--- config.mk ---
export PLATFORM = sky130hd
export DESIGN_NAME = tracker_record_deframer_core
export DESIGN_NICKNAME = d
export VERILOG_FILES = /design/src/hw/rtl/trd_pkg.sv /design/src/hw/rtl/tracker_record_deframer_core.sv
export SDC_FILE = /design/constraint.sdc
export NUM_CORES = 1
export LEC_CHECK = 0
export ABC_AREA = 0
export BUFFER_PORTS_ARGS = -buffer_cell sky130_fd_sc_hd__buf_2
export CAP_MARGIN = 40
export CORE_MARGIN = 1
export CORE_UTILIZATION = 42
export DETAILED_ROUTE_END_ITERATION = 10
export PLACE_DENSITY = 0.71
export SLEW_MARGIN = 20
export SYNTH_ARGS = -nofsm -noshare
export SYNTH_HDL_FRONTEND = slang
export SYNTH_SLANG_ARGS = --single-unit
--- constraint.sdc ---
create_clock -name i_clk -period 11.15 [get_ports i_clk]
set_input_delay 2.23 -clock i_clk [delete_from_list [all_inputs] [get_ports i_clk]]
set_output_delay 2.23 -clock i_clk [all_outputs]
set_load 0.005 [all_outputs]
--- src/hw/rtl/trd_pkg.sv ---
// Shared types, codes and helper functions of the tracker record deframer.
// Depends on nothing; used by tracker_record_deframer_core.
`default_nettype none

package trd_pkg;

    localparam int unsigned MaxItems    = 16;
    localparam int unsigned MaxStations = 32;

    // Byte that opens a burst and marks the station number base.
    localparam logic [7:0] SYNC_BYTE = 8'h30;

    // Item codes of the format list.
    localparam logic [3:0] ITEM_SPACE  = 4'd0;
    localparam logic [3:0] ITEM_CRLF   = 4'd1;
    localparam logic [3:0] ITEM_POS    = 4'd2;
    localparam logic [3:0] ITEM_RELPOS = 4'd3;
    localparam logic [3:0] ITEM_ANGLES = 4'd4;
    localparam logic [3:0] ITEM_MATRIX = 4'd5;
    localparam logic [3:0] ITEM_QUAT   = 4'd6;
    localparam logic [3:0] ITEM_POS16  = 4'd7;
    localparam logic [3:0] ITEM_ANG16  = 4'd8;
    localparam logic [3:0] ITEM_QUAT16 = 4'd9;

    // Error codes of a result word.
    localparam logic [1:0] ERR_NONE    = 2'd0;
    localparam logic [1:0] ERR_STATION = 2'd1;
    localparam logic [1:0] ERR_SYNC    = 2'd2;

    // Byte position within a record header; HDR_DATA means in the items.
    localparam logic [1:0] HDR_MARK    = 2'd0;
    localparam logic [1:0] HDR_STATION = 2'd1;
    localparam logic [1:0] HDR_STATUS  = 2'd2;
    localparam logic [1:0] HDR_DATA    = 2'd3;

    typedef enum logic [2:0] {
        CFG_FORMAT_LIST       = 3'd0,
        CFG_FORMAT_COUNT      = 3'd1,
        CFG_ACTIVE_STATIONS   = 3'd2,
        CFG_RECORDS_PER_BURST = 3'd3,
        CFG_STREAMING_MODE    = 3'd4
    } t_cfg_index;

    // Result of a search for the next supported item in the list.
    typedef struct packed {
        logic       found;
        logic [3:0] idx;
    } t_slot;

    function automatic logic [3:0] code_at(input logic [63:0] list, input logic [3:0] i);
        return list[{i, 2'b00} +: 4];
    endfunction

    // Elements in one item.
    function automatic logic [3:0] elems_of(input logic [3:0] k);
        logic [3:0] n;
        case (k) inside
            ITEM_MATRIX:                                 n = 4'd9;
            ITEM_QUAT, ITEM_QUAT16:                      n = 4'd4;
            ITEM_POS, ITEM_RELPOS, ITEM_ANGLES,
            ITEM_POS16, ITEM_ANG16:                      n = 4'd3;
            default:                                     n = 4'd1;
        endcase
        return n;
    endfunction

    // Bytes in one element.
    function automatic logic [2:0] elem_bytes(input logic [3:0] k);
        logic [2:0] n;
        if (k == ITEM_SPACE) begin
            n = 3'd1;
        end else if (k == ITEM_CRLF || k >= ITEM_POS16) begin
            n = 3'd2;
        end else begin
            n = 3'd4;
        end
        return n;
    endfunction

    // Lowest supported item at or above start and below count.
    function automatic t_slot next_supported(input logic [63:0] list,
                                             input logic [4:0]  count,
                                             input logic [4:0]  start);
        t_slot s;
        s = '0;
        for (int i = 0; i < MaxItems; i++) begin
            if (!s.found && 5'(i) >= start && 5'(i) < count &&
                code_at(list, 4'(i)) <= ITEM_QUAT16) begin
                s.found = 1'b1;
                s.idx   = 4'(i);
            end
        end
        return s;
    endfunction

    // Count set bits as a shallow tree: nibbles, then pairs, then the final sum.
    function automatic logic [5:0] popcount32(input logic [31:0] v);
        logic [2:0] nib [8];
        logic [3:0] pair [4];
        logic [5:0] c;
        for (int j = 0; j < 8; j++) begin
            nib[j] = 3'(v[4*j]) + 3'(v[4*j+1]) + 3'(v[4*j+2]) + 3'(v[4*j+3]);
        end
        for (int j = 0; j < 4; j++) begin
            pair[j] = {1'b0, nib[2*j]} + {1'b0, nib[2*j+1]};
        end
        c = (6'(pair[0]) + 6'(pair[1])) + (6'(pair[2]) + 6'(pair[3]));
        return c;
    endfunction

endpackage

`default_nettype wire

--- src/hw/rtl/tracker_record_deframer_core.sv ---
// Tracker record deframer: turns the tracker's serial bytes into decoded value words.
// Depends on trd_pkg (codes, item tables, list search, popcount).
`default_nettype none

//  channel   | direction | handshake                 | word
//  ----------+-----------+---------------------------+-----------------------------------
//  rx in     | in        | i_in_valid / o_in_ready   | i_rx_byte
//  result    | out       | o_out_valid / i_out_ready | tracker, kind, component, value,
//            |           |                           | error, record end, burst end
//  config    | in        | i_cfg_wr_en (no wait)     | i_cfg_index, i_cfg_wdata
//
// One byte is taken per cycle. A byte's decode is one pass of logic from the position
// registers and the byte to the result register; the longest path is the two searches
// for the next supported item. The result register holds one word: a new byte is taken
// whenever that register is empty or is being emptied in the same cycle, so a stall
// on the result side holds the input only while a word is waiting there.
// Reset is synchronous, active low, and clears configuration, positions (but not the
// assembly word) and the result valid flag at once; there is no clearing pass.

module tracker_record_deframer_core (
    input  wire logic        i_clk,
    input  wire logic        i_rst_n,
    // byte input
    input  wire logic        i_in_valid,
    output logic             o_in_ready,
    input  wire logic [7:0]  i_rx_byte,
    // result output
    output logic             o_out_valid,
    input  wire logic        i_out_ready,
    output logic [4:0]       o_tracker_index,
    output logic [3:0]       o_item_kind,
    output logic [3:0]       o_component,
    output logic [31:0]      o_value,
    output logic [1:0]       o_error_code,
    output logic             o_record_end,
    output logic             o_burst_end,
    // configuration writes
    input  wire logic        i_cfg_wr_en,
    input  wire logic [2:0]  i_cfg_index,
    input  wire logic [63:0] i_cfg_wdata
);

    // Configuration registers
    logic [63:0] r_format_list;
    logic [4:0]  r_format_count;
    logic [31:0] r_active_stations;
    logic [5:0]  r_records_per_burst;
    logic        r_streaming_mode;

    // Position state
    logic        r_hunting,        n_hunting;
    logic [5:0]  r_record_count,   n_record_count;
    logic [1:0]  r_header_pos,     n_header_pos;
    logic [3:0]  r_item_pos,       n_item_pos;
    logic [3:0]  r_element_pos,    n_element_pos;
    logic [1:0]  r_byte_pos,       n_byte_pos;
    logic [31:0] r_assembly_word,  n_assembly_word;
    logic [4:0]  r_current_tracker, n_current_tracker;
    logic        r_record_valid,   n_record_valid;

    // Result register
    logic        r_out_valid;
    logic [4:0]  r_tracker_index;
    logic [3:0]  r_item_kind;
    logic [3:0]  r_component;
    logic [31:0] r_value;
    logic [1:0]  r_error_code;
    logic        r_record_end;
    logic        r_burst_end;

    // Decode of the current byte
    logic        accept;
    logic        emit;
    logic        has_val;
    logic        rec_end;
    logic        bur_end;
    logic [1:0]  err;
    logic [3:0]  kind_o;
    logic [3:0]  comp_o;
    logic [31:0] val_o;

    logic [4:0]  items_n;
    logic [5:0]  rpb;
    logic [5:0]  count_inc;
    logic [7:0]  station;
    logic        station_ok;
    logic [31:0] below_mask;
    logic [5:0]  below_cnt;
    trd_pkg::t_slot slot_cur;
    trd_pkg::t_slot slot_next;
    logic [3:0]  cur_kind;
    logic [2:0]  byte_inc;
    logic [4:0]  elem_inc;
    logic [31:0] word_base;
    logic [31:0] word_new;

    assign o_in_ready = !r_out_valid || i_out_ready;
    assign accept     = i_in_valid && o_in_ready;

    // Clip the configured counts.
    assign items_n = (r_format_count > 5'(trd_pkg::MaxItems)) ?
                     5'(trd_pkg::MaxItems) : r_format_count;
    assign rpb     = (r_records_per_burst > 6'(trd_pkg::MaxStations)) ?
                     6'(trd_pkg::MaxStations) : r_records_per_burst;

    // Station byte: number, activity and tracker index (active stations below it).
    assign station    = i_rx_byte - trd_pkg::SYNC_BYTE;
    assign station_ok = (station >= 8'd1) && (station <= 8'(trd_pkg::MaxStations)) &&
                        r_active_stations[5'(station - 8'd1)];
    assign below_mask = r_active_stations &
                        ((32'd1 << 5'(station - 8'd1)) - 32'd1);
    assign below_cnt  = trd_pkg::popcount32(below_mask);

    // Item search: current item (skipping unsupported codes) and the one after it.
    assign slot_cur  = trd_pkg::next_supported(r_format_list, items_n, {1'b0, r_item_pos});
    assign slot_next = trd_pkg::next_supported(r_format_list, items_n,
                                               {1'b0, slot_cur.idx} + 5'd1);
    assign cur_kind  = trd_pkg::code_at(r_format_list, slot_cur.idx);

    assign byte_inc  = {1'b0, r_byte_pos} + 3'd1;
    assign elem_inc  = {1'b0, r_element_pos} + 5'd1;
    assign word_base = (r_byte_pos == 2'd0) ? 32'd0 : r_assembly_word;
    assign word_new  = word_base | ({24'd0, i_rx_byte} << {r_byte_pos, 3'b000});

    assign count_inc = r_record_count + 6'd1;

    always_comb begin
        n_hunting         = r_hunting;
        n_record_count    = r_record_count;
        n_header_pos      = r_header_pos;
        n_item_pos        = r_item_pos;
        n_element_pos     = r_element_pos;
        n_byte_pos        = r_byte_pos;
        n_assembly_word   = r_assembly_word;
        n_current_tracker = r_current_tracker;
        n_record_valid    = r_record_valid;
        err               = trd_pkg::ERR_NONE;
        rec_end           = 1'b0;
        bur_end           = 1'b0;
        has_val           = 1'b0;
        kind_o            = 4'd0;
        comp_o            = 4'd0;
        val_o             = 32'd0;

        if (r_hunting) begin
            // Hunt for sync: drop everything while no burst is configured, and in
            // streaming mode drop anything but the sync byte.
            if (rpb != 6'd0 &&
                (i_rx_byte == trd_pkg::SYNC_BYTE || !r_streaming_mode)) begin
                if (i_rx_byte != trd_pkg::SYNC_BYTE) begin
                    err = trd_pkg::ERR_SYNC;
                end
                n_hunting      = 1'b0;
                n_record_count = 6'd0;
                n_header_pos   = trd_pkg::HDR_STATION;
            end
        end else begin
            case (r_header_pos)
                trd_pkg::HDR_MARK: begin
                    n_header_pos = trd_pkg::HDR_STATION;
                end
                trd_pkg::HDR_STATION: begin
                    n_record_valid    = station_ok;
                    n_current_tracker = station_ok ? below_cnt[4:0] : 5'd0;
                    if (!station_ok) begin
                        err = trd_pkg::ERR_STATION;
                    end
                    n_header_pos = trd_pkg::HDR_STATUS;
                end
                trd_pkg::HDR_STATUS: begin
                    // Skip the status byte; item position is already zero here.
                    n_header_pos  = trd_pkg::HDR_DATA;
                    n_item_pos    = slot_cur.idx;
                    n_element_pos = 4'd0;
                    n_byte_pos    = 2'd0;
                    rec_end       = !slot_cur.found;
                end
                default: begin
                    if (!slot_cur.found) begin
                        rec_end = 1'b1;
                    end else begin
                        n_item_pos      = slot_cur.idx;
                        n_assembly_word = word_new;
                        if (byte_inc >= trd_pkg::elem_bytes(cur_kind)) begin
                            // Element complete: emit it if it carries data and the record's station is valid.
                            if (cur_kind >= trd_pkg::ITEM_POS && r_record_valid) begin
                                has_val = 1'b1;
                                kind_o  = cur_kind;
                                comp_o  = (cur_kind == trd_pkg::ITEM_QUAT) ?
                                          {2'b00, elem_inc[1:0]} : r_element_pos;
                                val_o   = (cur_kind >= trd_pkg::ITEM_POS16) ?
                                          {18'd0, word_new[14:8], word_new[6:0]} :
                                          word_new;
                            end
                            n_byte_pos = 2'd0;
                            if (elem_inc >= {1'b0, trd_pkg::elems_of(cur_kind)}) begin
                                n_element_pos = 4'd0;
                                n_item_pos    = slot_next.idx;
                                rec_end       = !slot_next.found;
                            end else begin
                                n_element_pos = elem_inc[3:0];
                            end
                        end else begin
                            n_byte_pos = byte_inc[1:0];
                        end
                    end
                end
            endcase
        end

        if (rec_end) begin
            // Close the record; close the burst once its count is met.
            n_header_pos  = trd_pkg::HDR_MARK;
            n_item_pos    = 4'd0;
            n_element_pos = 4'd0;
            n_byte_pos    = 2'd0;
            if (count_inc >= rpb) begin
                bur_end        = 1'b1;
                n_hunting      = 1'b1;
                n_record_count = 6'd0;
            end else begin
                n_record_count = count_inc;
            end
        end
    end

    assign emit = has_val || (err != trd_pkg::ERR_NONE) || rec_end;

    // Configuration writes
    always_ff @(posedge i_clk) begin
        if (!i_rst_n) begin
            r_format_list       <= '0;
            r_format_count      <= '0;
            r_active_stations   <= '0;
            r_records_per_burst <= '0;
            r_streaming_mode    <= 1'b0;
        end else if (i_cfg_wr_en) begin
            unique case (i_cfg_index)
                trd_pkg::CFG_FORMAT_LIST:       r_format_list       <= i_cfg_wdata;
                trd_pkg::CFG_FORMAT_COUNT:      r_format_count      <= i_cfg_wdata[4:0];
                trd_pkg::CFG_ACTIVE_STATIONS:   r_active_stations   <= i_cfg_wdata[31:0];
                trd_pkg::CFG_RECORDS_PER_BURST: r_records_per_burst <= i_cfg_wdata[5:0];
                trd_pkg::CFG_STREAMING_MODE:    r_streaming_mode    <= i_cfg_wdata[0];
                default: ;
            endcase
        end
    end

    // Position state: advance on every accepted byte.
    always_ff @(posedge i_clk) begin
        if (!i_rst_n) begin
            r_hunting         <= 1'b1;
            r_record_count    <= '0;
            r_header_pos      <= trd_pkg::HDR_MARK;
            r_item_pos        <= '0;
            r_element_pos     <= '0;
            r_byte_pos        <= '0;
            r_current_tracker <= '0;
            r_record_valid    <= 1'b0;
        end else if (accept) begin
            r_hunting         <= n_hunting;
            r_record_count    <= n_record_count;
            r_header_pos      <= n_header_pos;
            r_item_pos        <= n_item_pos;
            r_element_pos     <= n_element_pos;
            r_byte_pos        <= n_byte_pos;
            r_current_tracker <= n_current_tracker;
            r_record_valid    <= n_record_valid;
        end
    end

    // Assembly word is cleared by the first byte of each element.
    always_ff @(posedge i_clk) begin
        if (accept) begin
            r_assembly_word <= n_assembly_word;
        end
    end

    // Result register: load on a word, drop once taken.
    always_ff @(posedge i_clk) begin
        if (!i_rst_n) begin
            r_out_valid <= 1'b0;
        end else if (accept) begin
            r_out_valid <= emit;
        end else if (i_out_ready) begin
            r_out_valid <= 1'b0;
        end
    end

    always_ff @(posedge i_clk) begin
        if (accept && emit) begin
            r_tracker_index <= n_record_valid ? n_current_tracker : 5'd0;
            r_item_kind     <= kind_o;
            r_component     <= comp_o;
            r_value         <= val_o;
            r_error_code    <= err;
            r_record_end    <= rec_end;
            r_burst_end     <= bur_end;
        end
    end

    assign o_out_valid     = r_out_valid;
    assign o_tracker_index = r_tracker_index;
    assign o_item_kind     = r_item_kind;
    assign o_component     = r_component;
    assign o_value         = r_value;
    assign o_error_code    = r_error_code;
    assign o_record_end    = r_record_end;
    assign o_burst_end     = r_burst_end;

    // While hunting no record is open.
    a_hunt_no_record: assert property (@(posedge i_clk) disable iff (!i_rst_n)
        r_hunting |-> (r_header_pos == trd_pkg::HDR_MARK))
        else $error("hunting with a record open");

    // A burst never holds more than the record limit.
    a_count_bound: assert property (@(posedge i_clk) disable iff (!i_rst_n)
        r_record_count < 6'(trd_pkg::MaxStations))
        else $error("record count out of range");

    // Partial elements only exist inside the data part of a record.
    a_byte_in_data: assert property (@(posedge i_clk) disable iff (!i_rst_n)
        (r_byte_pos != 2'd0) |-> (r_header_pos == trd_pkg::HDR_DATA))
        else $error("byte position set outside record data");

    // A burst end is always also a record end.
    a_burst_is_record: assert property (@(posedge i_clk) disable iff (!i_rst_n)
        (o_out_valid && o_burst_end) |-> o_record_end)
        else $error("burst end without record end");

    // A word with an error never carries a value.
    a_err_no_value: assert property (@(posedge i_clk) disable iff (!i_rst_n)
        (o_out_valid && o_error_code != trd_pkg::ERR_NONE) |->
        (o_item_kind == 4'd0 && o_value == 32'd0))
        else $error("error word carries a value");

endmodule

`default_nettype wire
==> impl_metrics.py <==
metrics = {
    "run_status": {
        "status": "finished, final reports clean",
    },
    "clock_tree": {
        "cts_tree": "done",
        "clk_path_buf_depth": 3,
        "clk_pin_slew_ns": 0.06,
        "cts_buffers": 25,
        "insertion_delay_ns": 0.54,
        "htree_levels": 1,
        "ctsHoldBuffers": 0,
        "cts.sinks": 215,
        "cts_setup_buffers": 0,
        "ctsResizeCount": 0,
        "cts-root-buf": "clkbuf_16",
    },
    "worst_setup_path": {
        "cp-startpoint": "i_rx_byte[0]",
        "slowest_stage": "fa_1",
        "cp.required_ns": 11.63,
        "worstSetupEndpointType": "flip-flop",
        "crit_end": "r_current_tracker[4]",
        "worstPathMaxFanout": 16,
        "path_common_cell": "fa_1",
        "reg2regPathDepth": 23,
        "arrival_ns": 10.31,
        "critPathKind": "input pin to flip-flop",
        "critical_path.max_stage_delay_ns": 0.54,
        "start_kind": "input pin",
        "rrSetupSlack_ns": 3.12,
        "rr_startpoint": "r_format_count[4]",
        "rr_endpoint": "o_value[11]",
    },
    "power": {
        "ir_worst_vdd_v": 0.000101,
        "powerDensity_nw_per_um2": 144,
        "power.leakage_nw": 5.89,
    },
    "timing": {
        "fin_hold_ws_ns": 0.467,
        "hold_viol": 0,
        "fmax_ghz": 0.102,
        "maxSlewViolCount": 0,
        "layout_setup_ws_ns": 1.32,
        "rsz0062_at_grt": "false",
        "tightest_slew_ns": 1.03,
        "slew-limit-headroom_pct": 31.1,
        "period_minus_slack_ns": 9.83,
        "fin_tns_setup_ns": 0,
        "skew_ns": 0.0297,
        "fin_crit_sh_pct": 88.2,
        "setup_viol": 0,
    },
    "global_route": {
        "grt_use_total_pct": 23.3,
        "grt-ovfl-total": 0,
        "antenna_found_initial": 0,
        "grt_start_max_net_pins": 94,
        "grt_pass1_wl_mm": 60.9,
        "grt_pass1_vias": 11015,
    },
    "logic_synthesis": {
        "synthCells": 1554,
        "syn-mean-instance-area_um2": 8.61,
        "synth-xor-area-share_pct": 1.18,
        "synth_mux_area_share_pct": 5.23,
        "synth_nets": 1702,
        "synth_edf_count": 81,
        "synth.most_common_cell": "nand2_1",
        "synth_cell_types": 96,
        "synthAdderAreaFrac_pct": 7.70,
        "synth_ff_type": "dfxtp_1",
        "synth_area_leaders": "dfxtp_1, edfxtp_1, nand2_1, a21boi_0, ha_1",
        "synth-seq-cells": 215,
        "synthTopCellsByCount": "nand2_1, dfxtp_1, o21ai_0",
        "synth-simple-area-share_pct": 21.0,
        "synth_top_family_by_area": "compound AO/OA/AOI/OAI gates",
        "ys_warn_count": 0,
        "synth_compound_area_share_pct": 21.7,
        "syn_area_um2": 13400,
        "async_flop_share_pct": 0,
        "netlist.top_cell.by_area": "dfxtp_1",
        "yosysSeqAreaShare_pct": 38.2,
        "synth_top_area_share_pct": 20.0,
    },
    "placed_design": {
        "gp_congestion": 0.945,
        "placed_cells": 2009,
        "port_buffers": 130,
        "pre_cts_ws_ns": 0.850,
        "place_hpwl_mm": 29.0,
    },
    "final_layout": {
        "syn_to_final_growth_pct": 13.8,
        "diodes": 0,
        "nNetsFinal": 1789,
        "instances_no_fill": 2056,
        "drive_gt1_share_pct": 14.2,
    },
    "routing": {
        "wl_mm": 38.4,
        "vias": 11738,
        "first_pass_iters": 5,
        "drc": 0,
        "antenna_left": 0,
        "vias_per_cell": 5.71,
        "routedWlPerCell_um": 18.7,
        "initialDrtViolationCount": 1031,
    },
    "flow_run": {
        "maxCapViolCount": 0,
    },
    "die": {
        "core_um2": 31000,
        "die_h_um": 181,
        "pin_count": 131,
        "num_rows": 64,
        "die_x_um": 181,
        "die_area_um2": 32600,
        "start_util_pct": 43.2,
    },
    "hold_path": {
        "hp-class": "flip-flop to flip-flop",
    },
}
## cells by family after synthesis
kind of cell / count (synthesis)
buffers and inverters: 159
xor gates and xnor gates: 18
adders and majority gates: 68
DFF: 215
AOI/OAI and AO/OA: 421
and+or+nand+nor: 616
muxes: 57
## per-stage QoR
stage / util [%] / instance area, µm² / total power [mW]
2_1_floorplan: - / 13400 / 1.16
3_3_place_gp: 46.0 / 14200 / 1.28
3_5_place_dp: 46.1 / 14300 / 1.28
4_1_cts: 49.1 / 15200 / 2.20
5_1_grt: 49.1 / 15200 / 2.28
6_report: 49.1 / 15200 / 2.19
## worst max-delay path: cells and delay by family
kind / cells / cell delay [ns]
buffers and inverters: 4 / 0.68
AO/OA/AOI/OAI: 7 / 1.65
AND/OR/NAND/NOR: 8 / 1.36
adder cells (fa/ha/maj): 9 / 3.79
XOR/XNOR: 2 / 0.57
## cell usage in the layout (no fill, tap or decap), types with 26 or more instances in the layout
cell type,synthesis,final
a21boi_0,100,100
dfxtp_1,134,134
nand3_1,31,31
nor2_1,94,93
inv_1,75,75
edfxtp_1,81,81
a21oi_1,50,50
o21ai_0,108,108
mux2i_1,44,44
nor2b_1,53,53
clkbuf_16,0,26
ha_1,44,44
buf_2,14,130
nand2_1,332,331
## registers in the layout, summed over array words and instances, names as in the netlist, 2 cells and up
| register | flops |
|---|---|
| r_assembly_word | 32 |
| o_item_kind | 4 |
| o_value | 32 |
| r_active_stations | 32 |
| r_record_count | 6 |
| r_element_pos | 4 |
| o_tracker_index | 5 |
| r_format_count | 5 |
| r_byte_pos | 2 |
| r_format_list | 64 |
| o_error_code | 2 |
| r_current_tracker | 5 |
| o_component | 4 |
| r_header_pos | 2 |
| r_item_pos | 4 |
| r_records_per_burst | 6 |
## how the worst min path moves through the flow
stage	from	to	cells past startpoint
floorplan	r_format_list[32]	r_format_list[32]	2
global placement	r_format_list[32]	r_format_list[32]	2
detailed placement	r_format_list[12]	r_format_list[12]	2
CTS	r_format_list[12]	r_format_list[12]	2
global route	r_format_list[56]	r_format_list[56]	2
finish	r_format_list[12]	r_format_list[12]	2
## area by class of cell
type,instances,area [µm²]
Inverter,76,285
Clock buffer,32,687
Fill cell,2905,15800
Tap cell,396,495
Sequential cell,215,5110
Multi-Input combinational cell,1180,7620
Clock inverter,14,239
Timing Repair Buffer,143,779
## report_power, final
part	internal (mW)	switching, mW	leakage (nW)
clock network	0.577	0.335	0.447
registers	0.830	0.0143	1.79
logic	0.150	0.282	3.65
total	1.56	0.631	5.89
## per-layer routing
layer  part of all wire, %  wire length [µm]  track usage (%)
met1                    45             17200             32.0
met2                    45             17400             37.7
met3                   6.3              2410             2.65
met4                   3.6              1360             8.55
met5                     0                 0                0
No activity file was read; power rests on OpenSTA's default activity.
